**config.mk**
```make
export PLATFORM = sky130hd
export DESIGN_NAME = single_precision_float_unit_top_flat
export DESIGN_NICKNAME = d
export VERILOG_FILES = /design/src/design/spfu_pkg.sv /design/src/design/spfu_ifs.sv /design/src/design/single_precision_float_unit_top.sv /design/src/flat_wrapper.sv
export VERILOG_INCLUDE_DIRS = /design/src /design/src/design
export SDC_FILE = /design/constraint.sdc
export NUM_CORES = 2
export LEC_CHECK = 0
export BUFFER_PORTS_ARGS = -buffer_cell sky130_fd_sc_hd__buf_2
export CAP_MARGIN = 10
export CORE_MARGIN = 3
export CORE_UTILIZATION = 50
export CTS_BUF_LIST = sky130_fd_sc_hd__clkbuf_8
export DETAILED_ROUTE_END_ITERATION = 8
export MAX_ROUTING_LAYER = met4
export PLACE_DENSITY = 0.71
export SLEW_MARGIN = 20
export SYNTH_ARGS = -nofsm -noshare
export SYNTH_HDL_FRONTEND = slang
export SYNTH_SLANG_ARGS = --single-unit
```
**constraint.sdc**
```tcl
create_clock -name clk -period 20.4 [get_ports clk]
set_clock_uncertainty 0.15 [all_clocks]
set_input_delay 1.02 -clock clk [delete_from_list [all_inputs] [get_ports clk]]
set_output_delay 1.02 -clock clk [all_outputs]
set_load 0.01 [all_outputs]
```
**src/design/single_precision_float_unit_top_macros.svh**
```systemverilog
// Assertion helpers shared by the float unit RTL.
`ifndef SINGLE_PRECISION_FLOAT_UNIT_TOP_MACROS_SVH
`define SINGLE_PRECISION_FLOAT_UNIT_TOP_MACROS_SVH
`ifndef SYNTHESIS
// Same-cycle implication, disabled while reset is asserted.
`define SPFU_ASSERT_IMP(lbl, clk, rst_n, pre, post, msg) \
	lbl: assert property (@(posedge clk) disable iff (!rst_n) (pre) |-> (post)) \
		else $error(msg);
// Next-cycle implication, disabled while reset is asserted.
`define SPFU_ASSERT_NXT(lbl, clk, rst_n, pre, post, msg) \
	lbl: assert property (@(posedge clk) disable iff (!rst_n) (pre) |=> (post)) \
		else $error(msg);
`else
`define SPFU_ASSERT_IMP(lbl, clk, rst_n, pre, post, msg)
`define SPFU_ASSERT_NXT(lbl, clk, rst_n, pre, post, msg)
`endif
`endif

```
**src/design/spfu_pkg.sv**
```systemverilog
package spfu_pkg;

	localparam int SPFU_NUM_FREGS = 32;
	localparam int DIV_STEPS      = 26;

	localparam logic [2:0] CMD_ADD  = 3'd0;
	localparam logic [2:0] CMD_SUB  = 3'd1;
	localparam logic [2:0] CMD_MUL  = 3'd2;
	localparam logic [2:0] CMD_DIV  = 3'd3;
	localparam logic [2:0] CMD_LOAD = 3'd4;
	localparam logic [2:0] CMD_MOVE = 3'd5;

	localparam logic [4:0] FL_NV = 5'h10;
	localparam logic [4:0] FL_DZ = 5'h08;
	localparam logic [4:0] FL_OF = 5'h04;
	localparam logic [4:0] FL_UF = 5'h02;
	localparam logic [4:0] FL_NX = 5'h01;

	localparam logic [31:0] CANON_NAN = 32'h7fc0_0000;
	localparam logic [31:0] SIGN_BIT  = 32'h8000_0000;
	localparam logic [31:0] INF_BITS  = 32'h7f80_0000;

	typedef enum logic [3:0] {
		ST_IDLE,
		ST_FETCH,
		ST_NORM,
		ST_ALIGN,
		ST_ADD,
		ST_LNORM,
		ST_MUL,
		ST_DIV,
		ST_DFIN,
		ST_DENORM,
		ST_ROUND,
		ST_DONE
	} state_t;

	function automatic logic is_nan(input logic [31:0] x);
		return x[30:0] > INF_BITS[30:0];
	endfunction

	function automatic logic is_snan(input logic [31:0] x);
		return is_nan(x) && !x[22];
	endfunction

	function automatic logic is_inf(input logic [31:0] x);
		return x[30:0] == INF_BITS[30:0];
	endfunction

	function automatic logic is_zero(input logic [31:0] x);
		return x[30:0] == 31'd0;
	endfunction

endpackage

```
**src/design/spfu_ifs.sv**
```systemverilog
interface spfu_req_if;
	logic        valid;
	logic        ready;
	logic [2:0]  command;
	logic [4:0]  dest_index;
	logic [4:0]  src1_index;
	logic [4:0]  src2_index;
	logic [31:0] load_data;

	modport source(output valid, command, dest_index, src1_index, src2_index, load_data,
		input ready);
	modport sink(input valid, command, dest_index, src1_index, src2_index, load_data,
		output ready);
endinterface

interface spfu_rsp_if;
	logic               valid;
	logic               ready;
	logic [31:0]        written_value;
	logic signed [31:0] move_value;
	logic [4:0]         accrued_flags;

	modport source(output valid, written_value, move_value, accrued_flags, input ready);
	modport sink(input valid, written_value, move_value, accrued_flags, output ready);
endinterface

```
**src/design/single_precision_float_unit_top.sv**
```systemverilog
// Channel | Direction | Payload
// req     | in        | command, dest_index, src1_index, src2_index, load_data
// rsp     | out       | written_value, move_value, accrued_flags
//
// Load, move and unused commands, and arithmetic with special operands, go from fetch to done.
// Add and multiply normalize a subnormal operand one bit per step, and add normalizes one
// bit per step after cancellation in an effective subtraction. Divide normalizes subnormal
// operands the same way; the restoring divider produces one quotient bit per cycle
// over 26 steps.
// Reset clears the register file valid bits, the sticky flags and the sequencer; a register
// that was never written reads as zero. A stalled result holds in the output register;
// the next item is accepted meanwhile and waits for it only in the done state.
`include "single_precision_float_unit_top_macros.svh"

module single_precision_float_unit_top #(
	parameter int NUM_FREGS = spfu_pkg::SPFU_NUM_FREGS
) (
	input logic        clk,
	input logic        arst_n,
	spfu_req_if.sink   req,
	spfu_rsp_if.source rsp
);
	import spfu_pkg::*;

	localparam int IW = $clog2(NUM_FREGS);

	// Index reduction modulo the register count by restoring compare and subtract.
	function automatic logic [IW-1:0] reg_sel(input logic [4:0] v);
		logic [10:0] t;
		logic [10:0] lim;
		t = {6'd0, v};
		for (int k = 4; k >= 0; k--) begin
			lim = 11'(NUM_FREGS) << k;
			if (t >= lim) begin
				t = t - lim;
			end
		end
		return t[IW-1:0];
	endfunction

	state_t state_q, state_d;

	// Register file: memory array plus one valid bit per entry so that reset reads zero.
	logic [31:0]          mem_q [NUM_FREGS];
	logic [NUM_FREGS-1:0] vld_q;
	logic [31:0]          rda_q, rdb_q;
	logic                 va_q, vb_q;

	// Item fields captured at acceptance.
	logic [2:0]    cmd_q;
	logic [IW-1:0] rd_q;
	logic [31:0]   ld_q;

	// Working registers of the shared datapath.
	logic [31:0]        res_q, mv_q;
	logic [4:0]         fl_q, sticky_q;
	logic               wr_q, sign_q, esub_q, sub_q, tiny_q;
	logic [23:0]        sa_q, sb_q;
	logic signed [11:0] ea_q, eb_q, e_q;
	logic [63:0]        m_q;
	logic [62:0]        mb_q;
	logic [25:0]        rem_q, qt_q;
	logic [4:0]         cnt_q;

	// Output register.
	logic        ovalid_q;
	logic [31:0] owv_q, omv_q;
	logic [4:0]  ofl_q;

	logic accept, out_free, out_load, mem_we;

	assign accept   = req.valid && req.ready;
	assign out_free = !ovalid_q || rsp.ready;

	assign rsp.valid         = ovalid_q;
	assign rsp.written_value = owv_q;
	assign rsp.move_value    = $signed(omv_q);
	assign rsp.accrued_flags = ofl_q;

	// Operand decode and special cases, evaluated in the fetch state.
	logic [31:0] a_op, b_raw, b_op, x_op, y_op;
	logic        dec_done, dec_wr;
	logic [31:0] dec_res, dec_mv;
	logic [4:0]  dec_fl;
	logic signed [11:0] ux_e, uy_e;
	logic [23:0] ux_s, uy_s;

	always_comb begin
		a_op  = va_q ? rda_q : 32'd0;
		b_raw = vb_q ? rdb_q : 32'd0;
		b_op  = (cmd_q == CMD_SUB) ? (b_raw ^ SIGN_BIT) : b_raw;
		x_op  = a_op;
		y_op  = b_op;
		dec_done = 1'b1;
		dec_wr   = 1'b0;
		dec_res  = 32'd0;
		dec_mv   = 32'd0;
		dec_fl   = 5'd0;
		unique case (cmd_q) inside
			CMD_ADD, CMD_SUB: begin
				dec_wr = 1'b1;
				if (is_nan(a_op) || is_nan(b_op)) begin
					dec_res = CANON_NAN;
					if (is_snan(a_op) || is_snan(b_op)) dec_fl = FL_NV;
				end else if (is_inf(a_op) || is_inf(b_op)) begin
					if (is_inf(a_op) && is_inf(b_op) && (a_op[31] != b_op[31])) begin
						dec_res = CANON_NAN;
						dec_fl  = FL_NV;
					end else begin
						dec_res = is_inf(a_op) ? a_op : b_op;
					end
				end else if (is_zero(a_op) && is_zero(b_op)) begin
					dec_res = {a_op[31] & b_op[31], 31'd0};
				end else if (is_zero(a_op)) begin
					dec_res = b_op;
				end else if (is_zero(b_op)) begin
					dec_res = a_op;
				end else begin
					dec_done = 1'b0;
					if (a_op[30:0] < b_op[30:0]) begin
						x_op = b_op;
						y_op = a_op;
					end
				end
			end
			CMD_MUL: begin
				dec_wr = 1'b1;
				if (is_nan(a_op) || is_nan(b_op)) begin
					dec_res = CANON_NAN;
					if (is_snan(a_op) || is_snan(b_op)) dec_fl = FL_NV;
				end else if (is_inf(a_op) || is_inf(b_op)) begin
					if (is_zero(a_op) || is_zero(b_op)) begin
						dec_res = CANON_NAN;
						dec_fl  = FL_NV;
					end else begin
						dec_res = {a_op[31] ^ b_op[31], INF_BITS[30:0]};
					end
				end else if (is_zero(a_op) || is_zero(b_op)) begin
					dec_res = {a_op[31] ^ b_op[31], 31'd0};
				end else begin
					dec_done = 1'b0;
				end
			end
			CMD_DIV: begin
				dec_wr = 1'b1;
				if (is_nan(a_op) || is_nan(b_op)) begin
					dec_res = CANON_NAN;
					if (is_snan(a_op) || is_snan(b_op)) dec_fl = FL_NV;
				end else if (is_inf(a_op)) begin
					if (is_inf(b_op)) begin
						dec_res = CANON_NAN;
						dec_fl  = FL_NV;
					end else begin
						dec_res = {a_op[31] ^ b_op[31], INF_BITS[30:0]};
					end
				end else if (is_inf(b_op)) begin
					dec_res = {a_op[31] ^ b_op[31], 31'd0};
				end else if (is_zero(b_op)) begin
					if (is_zero(a_op)) begin
						dec_res = CANON_NAN;
						dec_fl  = FL_NV;
					end else begin
						dec_res = {a_op[31] ^ b_op[31], INF_BITS[30:0]};
						dec_fl  = FL_DZ;
					end
				end else if (is_zero(a_op)) begin
					dec_res = {a_op[31] ^ b_op[31], 31'd0};
				end else begin
					dec_done = 1'b0;
				end
			end
			CMD_LOAD: begin
				dec_wr  = 1'b1;
				dec_res = ld_q;
			end
			CMD_MOVE: begin
				dec_mv = a_op;
			end
			default: begin
			end
		endcase

		// Unpack; a subnormal keeps its raw fraction and is normalized over cycles.
		if (x_op[30:23] == 8'd0) begin
			ux_e = -12'sd126;
			ux_s = {1'b0, x_op[22:0]};
		end else begin
			ux_e = $signed({4'd0, x_op[30:23]}) - 12'sd127;
			ux_s = {1'b1, x_op[22:0]};
		end
		if (y_op[30:23] == 8'd0) begin
			uy_e = -12'sd126;
			uy_s = {1'b0, y_op[22:0]};
		end else begin
			uy_e = $signed({4'd0, y_op[30:23]}) - 12'sd127;
			uy_s = {1'b1, y_op[22:0]};
		end
	end

	// Shared arithmetic: align, add, multiply, divide step and rounding terms.
	logic signed [11:0] exp_gap, bexp, dsh;
	logic [62:0]        mb_full, mb_shift, m_shift;
	logic               mb_lost, m_lost;
	logic [63:0]        sum, dif;
	logic [47:0]        prod;
	logic [25:0]        rem_sub;
	logic               q_bit;
	logic [23:0]        rq;
	logic               rbit, sbit, rup, carry0;
	logic [24:0]        q1;
	logic signed [11:0] bb;

	always_comb begin
		exp_gap  = ea_q - eb_q;
		mb_full  = {sb_q, 39'd0};
		mb_shift = mb_full >> exp_gap[5:0];
		mb_lost  = |(mb_full & ~({63{1'b1}} << exp_gap[5:0]));
		sum      = m_q + {1'b0, mb_q};
		dif      = m_q - {1'b0, mb_q};
		prod     = sa_q * sb_q;
		q_bit    = rem_q >= {2'd0, sb_q};
		rem_sub  = q_bit ? (rem_q - {2'd0, sb_q}) : rem_q;
		bexp     = e_q + 12'sd127;
		dsh      = 12'sd1 - bexp;
		m_shift  = m_q[62:0] >> dsh[5:0];
		m_lost   = |(m_q[62:0] & ~({63{1'b1}} << dsh[5:0]));
		rq       = m_q[62:39];
		rbit     = m_q[38];
		sbit     = |m_q[37:0];
		rup      = rbit && (sbit || rq[0]);
		carry0   = (&rq) && rup;
		q1       = {1'b0, rq} + {24'd0, rup};
		bb       = bexp + {11'd0, q1[24]};
	end

	// Sequencer: next state and handshake.
	always_comb begin
		state_d   = state_q;
		req.ready = 1'b0;
		out_load  = 1'b0;
		mem_we    = 1'b0;
		unique case (state_q)
			ST_IDLE: begin
				req.ready = 1'b1;
				if (req.valid) state_d = ST_FETCH;
			end
			ST_FETCH: state_d = dec_done ? ST_DONE : ST_NORM;
			ST_NORM: begin
				if (sa_q[23] && sb_q[23]) begin
					unique case (cmd_q) inside
						CMD_MUL: state_d = ST_MUL;
						CMD_DIV: state_d = ST_DIV;
						default: state_d = ST_ALIGN;
					endcase
				end
			end
			ST_ALIGN: state_d = ST_ADD;
			ST_ADD: begin
				if (!esub_q) state_d = ST_DENORM;
				else if (dif == 64'd0) state_d = ST_DONE;
				else state_d = ST_LNORM;
			end
			ST_LNORM: if (m_q[62]) state_d = ST_DENORM;
			ST_MUL: state_d = ST_DENORM;
			ST_DIV: if (cnt_q == 5'(DIV_STEPS - 1)) state_d = ST_DFIN;
			ST_DFIN: state_d = ST_DENORM;
			ST_DENORM: state_d = ST_ROUND;
			ST_ROUND: state_d = ST_DONE;
			ST_DONE: begin
				if (out_free) begin
					out_load = 1'b1;
					mem_we   = wr_q;
					state_d  = ST_IDLE;
				end
			end
			default: state_d = ST_IDLE;
		endcase
	end

	always_ff @(posedge clk or negedge arst_n) begin
		if (!arst_n) begin
			state_q <= ST_IDLE;
		end else begin
			state_q <= state_d;
		end
	end

	// Register file storage and registered reads.
	always_ff @(posedge clk) begin
		if (mem_we) mem_q[rd_q] <= res_q;
		if (accept) begin
			rda_q <= mem_q[reg_sel(req.src1_index)];
			rdb_q <= mem_q[reg_sel(req.src2_index)];
		end
	end

	always_ff @(posedge clk or negedge arst_n) begin
		if (!arst_n) begin
			vld_q    <= '0;
			sticky_q <= 5'd0;
			ovalid_q <= 1'b0;
		end else begin
			if (mem_we) vld_q[rd_q] <= 1'b1;
			if (out_load) begin
				sticky_q <= sticky_q | fl_q;
				ovalid_q <= 1'b1;
			end else if (rsp.ready) begin
				ovalid_q <= 1'b0;
			end
		end
	end

	// Datapath registers.
	always_ff @(posedge clk) begin
		if (accept) begin
			cmd_q <= req.command;
			rd_q  <= reg_sel(req.dest_index);
			ld_q  <= req.load_data;
			va_q  <= vld_q[reg_sel(req.src1_index)];
			vb_q  <= vld_q[reg_sel(req.src2_index)];
		end
		if (out_load) begin
			owv_q <= res_q;
			omv_q <= mv_q;
			ofl_q <= sticky_q | fl_q;
		end
		unique case (state_q)
			ST_FETCH: begin
				res_q  <= dec_res;
				mv_q   <= dec_mv;
				fl_q   <= dec_fl;
				wr_q   <= dec_wr;
				sa_q   <= ux_s;
				sb_q   <= uy_s;
				ea_q   <= ux_e;
				eb_q   <= uy_e;
				esub_q <= x_op[31] ^ y_op[31];
				sign_q <= (cmd_q == CMD_MUL || cmd_q == CMD_DIV) ?
					(a_op[31] ^ b_op[31]) : x_op[31];
			end
			ST_NORM: begin
				if (!sa_q[23]) begin
					sa_q <= {sa_q[22:0], 1'b0};
					ea_q <= ea_q - 12'sd1;
				end
				if (!sb_q[23]) begin
					sb_q <= {sb_q[22:0], 1'b0};
					eb_q <= eb_q - 12'sd1;
				end
				if (sa_q[23] && sb_q[23]) begin
					rem_q <= {2'd0, sa_q};
					qt_q  <= 26'd0;
					cnt_q <= 5'd0;
					e_q   <= ea_q - eb_q;
				end
			end
			ST_ALIGN: begin
				m_q <= {1'b0, sa_q, 39'd0};
				e_q <= ea_q;
				if (exp_gap >= 12'sd63) mb_q <= 63'd1;
				else mb_q <= mb_shift | {62'd0, mb_lost};
			end
			ST_ADD: begin
				if (!esub_q) begin
					if (sum[63]) begin
						m_q <= {1'b0, sum[63:1]} | {63'd0, sum[0]};
						e_q <= e_q + 12'sd1;
					end else begin
						m_q <= sum;
					end
				end else begin
					m_q   <= dif;
					res_q <= 32'd0;
				end
			end
			ST_LNORM: begin
				if (!m_q[62]) begin
					m_q <= {m_q[62:0], 1'b0};
					e_q <= e_q - 12'sd1;
				end
			end
			ST_MUL: begin
				if (prod[47]) begin
					m_q <= {1'b0, prod, 15'd0};
					e_q <= ea_q + eb_q + 12'sd1;
				end else begin
					m_q <= {1'b0, prod[46:0], 16'd0};
					e_q <= ea_q + eb_q;
				end
			end
			ST_DIV: begin
				qt_q  <= {qt_q[24:0], q_bit};
				rem_q <= {rem_sub[24:0], 1'b0};
				cnt_q <= cnt_q + 5'd1;
			end
			ST_DFIN: begin
				// A nonzero partial remainder folds into the sticky bit.
				if (qt_q[25]) begin
					m_q <= {1'b0, qt_q, 36'd0, rem_q != 26'd0};
				end else begin
					m_q <= {1'b0, qt_q[24:0], 37'd0, rem_q != 26'd0};
					e_q <= e_q - 12'sd1;
				end
			end
			ST_DENORM: begin
				// Tiny results are shifted into subnormal range with the lost bits jammed.
				if (bexp < 12'sd1) begin
					sub_q  <= 1'b1;
					tiny_q <= !((bexp == 12'sd0) && carry0);
					if (dsh >= 12'sd63) m_q <= 64'd1;
					else m_q <= {1'b0, m_shift | {62'd0, m_lost}};
				end else begin
					sub_q <= 1'b0;
				end
			end
			ST_ROUND: begin
				if (sub_q) begin
					res_q <= {sign_q, 7'd0, q1[23:0]};
					if (rbit || sbit) fl_q <= fl_q | FL_NX | (tiny_q ? FL_UF : 5'd0);
				end else if (bb >= 12'sd255) begin
					res_q <= {sign_q, INF_BITS[30:0]};
					fl_q  <= fl_q | FL_OF | FL_NX;
				end else begin
					res_q <= {sign_q, bb[7:0], q1[24] ? q1[23:1] : q1[22:0]};
					if (rbit || sbit) fl_q <= fl_q | FL_NX;
				end
			end
			default: begin
			end
		endcase
	end

	`SPFU_ASSERT_NXT(a_accept_fetch, clk, arst_n, req.valid && req.ready, state_q == ST_FETCH, "accepted item did not enter fetch")
	`SPFU_ASSERT_IMP(a_div_bound, clk, arst_n, state_q == ST_DIV, cnt_q < 5'(DIV_STEPS), "divider step count overran")
	`SPFU_ASSERT_NXT(a_sticky_hold, clk, arst_n, 1'b1, (sticky_q & $past(sticky_q)) == $past(sticky_q), "sticky flag cleared")
	`SPFU_ASSERT_IMP(a_round_norm, clk, arst_n, state_q == ST_ROUND && !sub_q, m_q[62], "unnormalized significand at rounding")

endmodule

```
**src/flat_wrapper.sv**
```systemverilog
// flat-port wrapper written by rule: the top's interface ports become plain ports
module single_precision_float_unit_top_flat import spfu_pkg::*;
#(
	parameter int NUM_FREGS = spfu_pkg::SPFU_NUM_FREGS
)
  (clk, arst_n, req_valid, req_command, req_dest_index, req_src1_index, req_src2_index, req_load_data, req_ready, rsp_valid, rsp_written_value, rsp_move_value, rsp_accrued_flags, rsp_ready);
  spfu_req_if req_i ();
  spfu_rsp_if rsp_i ();
  input logic clk;
  input logic arst_n;
  input wire logic [$bits(req_i.valid)-1:0] req_valid;
  input wire logic [$bits(req_i.command)-1:0] req_command;
  input wire logic [$bits(req_i.dest_index)-1:0] req_dest_index;
  input wire logic [$bits(req_i.src1_index)-1:0] req_src1_index;
  input wire logic [$bits(req_i.src2_index)-1:0] req_src2_index;
  input wire logic [$bits(req_i.load_data)-1:0] req_load_data;
  output wire logic [$bits(req_i.ready)-1:0] req_ready;
  output wire logic [$bits(rsp_i.valid)-1:0] rsp_valid;
  output wire logic [$bits(rsp_i.written_value)-1:0] rsp_written_value;
  output wire logic [$bits(rsp_i.move_value)-1:0] rsp_move_value;
  output wire logic [$bits(rsp_i.accrued_flags)-1:0] rsp_accrued_flags;
  input wire logic [$bits(rsp_i.ready)-1:0] rsp_ready;
  assign req_i.valid = req_valid;
  assign req_i.command = req_command;
  assign req_i.dest_index = req_dest_index;
  assign req_i.src1_index = req_src1_index;
  assign req_i.src2_index = req_src2_index;
  assign req_i.load_data = req_load_data;
  assign req_ready = req_i.ready;
  assign rsp_valid = rsp_i.valid;
  assign rsp_written_value = rsp_i.written_value;
  assign rsp_move_value = rsp_i.move_value;
  assign rsp_accrued_flags = rsp_i.accrued_flags;
  assign rsp_i.ready = rsp_ready;
  single_precision_float_unit_top #(.NUM_FREGS(NUM_FREGS)) u_core (.clk(clk), .arst_n(arst_n), .req(req_i), .rsp(rsp_i));
endmodule
```
==> summary by stage <==
STA
Setup violations remaining at the end of the flow were counted as 0. The max-slew headroom at the worst pin is 0.159. After routing, the total negative slack on setup checks comes to 0 ns.

The slew at the pin closest to its max-slew limit is 1.26 ns. The total count of hold-check failures in the final report was 0. The worst setup margin is 11.22 ns. The final clock period utilization by the worst path is 0.450. Setup repair after global routing left no endpoint under its margin. The post-layout minimum cycle time is 9.18 ns. The number of max-slew violations in the final report is 0.

The highest clock rate is 109 MHz.

Route
The via count is 83380. The vias per cell is 6.59. After the first detailed-routing iteration, the DRC count stood at 11259.

In the final routed layout, each cell accounts on average for 32.1 um. The remaining antenna violation count after routing is 0. The sum of routed wire length over all layers is 406 mm.

After detailed routing, the number of remaining DRC violations is 0. The pre-antenna-repair detailed-routing pass consisted of 8 iterations.

Logic synthesis
The library cell occupying the most area in the post-synthesis netlist is edfxtp_1. The most used flip-flop cell after synthesis is edfxtp_1. The post-synthesis instance area is 111000 um^2. Of the post-synthesis cell area, the dominant cell type holds 0.415. The synthesis-stage register bit count is 1583. The number of synthesis warnings is 0. The sequential share of the synthesized area is 0.425. The fraction of synthesis flops using an asynchronous set or reset pin is 0.0265. After synthesis, the netlist uses 101 different library cells.

Synthesis produced a netlist with a net count of 10334. The instance count of the mapped netlist is 9382. The post-synthesis average cell area is 11.9 um^2. Yosys mapped a number of flops with a built-in enable equal to 1541. In the post-synthesis netlist, the biggest area contributors are edfxtp_1 42%, mux4_2 15%, fa_1 8.8%.

Critical path
The critical path is of the flip-flop to flip-flop type. STA classifies the critical path startpoint as a flip-flop. The largest fanout of any net on the critical path is 37.

At the worst endpoint, the arrival time is 9.80 ns. The critical path endpoint category is a flip-flop. At the worst endpoint, the required time is 21.02 ns.

Die
In this run the standard cell core region covers 221000 um^2. For this configuration, the core starts out at a cell density of 0.505. The y dimension of the die is 478 um.

The initialized floorplan defines 172 standard-cell rows. 125 I/O pins were placed. The die is 478 um wide. The die covers 229000 um^2.

Clock tree
Counting along the longest clock path gives a buffer depth of 4. For this design, the sink count on the clock tree is 1583. In this run, post-CTS hold repair placed 27 buffers. Clock-pin slew was measured on the worst setup and hold paths at 0.06 ns. The total of cells resized after clock tree synthesis is 0. TritonCTS built the clock tree.

The clock reaches the later pin of the worst-skew pair after 1.06 ns. The maximum level of the CTS H-tree is 5. The clock root buffer is clkbuf_8.

The post-CTS setup repair buffer count is 0. Buffers inserted during clock tree synthesis total 286.

Flow run
Across the run, the number of max-cap violations was 0.

Global routing
The first global-routing pass estimated 584 mm of wire. In the global route stage, overall resource usage came out at 0.362. The residual overflow from global routing is 0. The number of antenna violations at the first check in global routing is 27. The maximum number of pins on one net before global-route repair is 109. The number of global-route vias before repair came to 83019.

Layout
The filler cell count is 18198. The net count reported at finish is 10426. The layout overhead on the synthesized area is 9.22%. For this run, the share of the core covered by cells in the final layout is 0.552. In the final layout, the share of cells above drive strength 1 is 0.179.

Placement
The wire-length estimate of the detail-placed layout is 284 mm. The placement-stage worst setup slack is 11.18 ns. Routability-driven placement finished with a final weighted congestion of 1.07. Port buffering added 124 buffers.

Min path
The min-delay analysis places its worst path in the category input pin to flip-flop.

Status
The run finished with clean final reports.
[per-stage QoR]
| stage | std cells | instance area [um^2] | hold slack [ns] |
|---|---|---|---|
| final | 12650 | 122000 | 0.0885 |
| after global placement | 12093 | 116000 | 0.256 |
| after detailed placement | 12094 | 116000 | 0.255 |
| after CTS | 12607 | 121000 | 0.000157 |
| after global routing | 12646 | 122000 | 0.0347 |
| after floorplan | 9382 | 111000 | 0.250 |
[registers in the layout, indices dropped and copies added, names as in the netlist, 12 cells and up]
register	count
u_core.rem_q	26
u_core.eb_q	12
u_core.e_q	12
u_core.res_q	32
u_core.mem_q	1024
u_core.rsp.written_value	32
u_core.sa_q	24
u_core.sb_q	24
u_core.mv_q	32
u_core.mb_q	63
u_core.m_q	64
u_core.rdb_q	32
u_core.qt_q	26
u_core.ld_q	32
u_core.rsp.move_value	32
u_core.ea_q	12
u_core.rda_q	32
u_core.vld_q	32
[layout by cell type, fill, tap and decap left out, drive strengths merged, types with 57 or more instances in the layout]
cell type / count
nor4: 59
o21bai: 58
a21oi: 462
inv: 916
o211ai: 75
a221oi: 57
nand3: 167
ha: 410
mux2: 91
xor2: 67
mux2i: 181
a21o: 86
and2: 317
buf: 391
or2: 65
nor2: 602
clkbuf: 300
edfxtp: 1541
a31oi: 82
xnor2: 210
o21ai: 455
nor3: 141
clkinv: 90
mux4: 719
nand2: 883
fa: 488
nand4: 77
[final timing paths]
kind	startpoint	to	slack [ns]	cells after the start
min in group asynchronous	arst_n	u_core.vld_q[13]	0.51	3
worst min-delay path	req_load_data[1]	u_core.ld_q[1]	0.09	1
max in group asynchronous	arst_n	u_core.sticky_q[2]	19.07	3
worst max-delay path	u_core.sb_q[15]	u_core.m_q[22]	11.22	27
worst max register to register	u_core.sb_q[15]	u_core.m_q[22]	11.22	27
worst min register to register	u_core.mv_q[28]	u_core.rsp.move_value[28]	0.27	0
[critical path, stage by stage (launching register included)]
cell      delay, ns
edfxtp_1       0.92
buf_4          0.38
nand2_1        0.11
fa_1           0.54
inv_1          0.05
fa_1           0.49
inv_1          0.05
fa_1           0.53
inv_1          0.05
fa_1           0.50
fa_1           0.43
fa_1           0.49
inv_1          0.05
fa_1           0.49
inv_1          0.05
ha_1           0.41
nand2_1        0.14
nor3_1         0.21
nand2_1        0.10
or3_1          0.34
a311o_1        0.39
a41o_1         0.27
a211oi_4       0.16
buf_4          0.34
buf_4          0.58
mux2i_1        0.28
o221ai_1       0.15
a31o_2         0.26
[synth_stat cells (all sizes together) (18+ instances only)]
master / count
o31ai: 39
edfxtp: 1541
nor2b: 46
nand2: 883
and3: 28
nand2b: 33
or3: 31
mux4: 719
o211ai: 75
inv: 824
o21ai: 455
a22oi: 22
dfrtp: 42
nor4: 59
xor2: 67
a21o: 86
fa: 488
nand4: 77
clkbuf: 477
or2: 65
and2: 317
a221oi: 57
nor3: 141
a31oi: 82
o21bai: 58
o21a: 32
o22ai: 51
nand3: 167
a211oi: 44
a21oi: 462
a21boi: 18
mux2i: 181
ha: 410
xnor2: 210
mux2: 91
nor2: 602
buf: 138
o221ai: 31
[per-layer routing]
metal,global-route usage,up-vias,share of wire
met5,-,-,0
met4,0.236,0,0.079
met3,0.0668,1168,0.094
met2,0.561,5119,0.47
met1,0.436,42275,0.35
li1,-,34818,-
[logic make-up after synthesis]
family / count (synthesis) / synth area share
multiplexers: 991 / 0.171
buffers and inverters: 1450 / 0.0493
flip-flops: 1583 / 0.425
XOR/XNOR: 277 / 0.0218
AND/OR/NAND/NOR: 2499 / 0.105
AO/OA/AOI/OAI: 1684 / 0.0954
adder cells (fa/ha/maj): 898 / 0.134
[layout make-up]
type | count | area [um^2] | area share
repair buffers | 419 | 3200 | 0.0263
multi-input cells | 6349 | 59100 | 0.486
clock buffers | 299 | 4120 | 0.0338
clock inverters | 187 | 1080 | 0.00891
well taps | 2958 | 3700 | 0.0304
diodes | 20 | 50.0 | 0.000411
flip-flops and latches | 1583 | 47300 | 0.389
inverters | 835 | 3130 | 0.0257
Power is left out: the tool's default activity adds up to more than one toggle a clock period on the data nets, which glitch-free logic cannot reach.
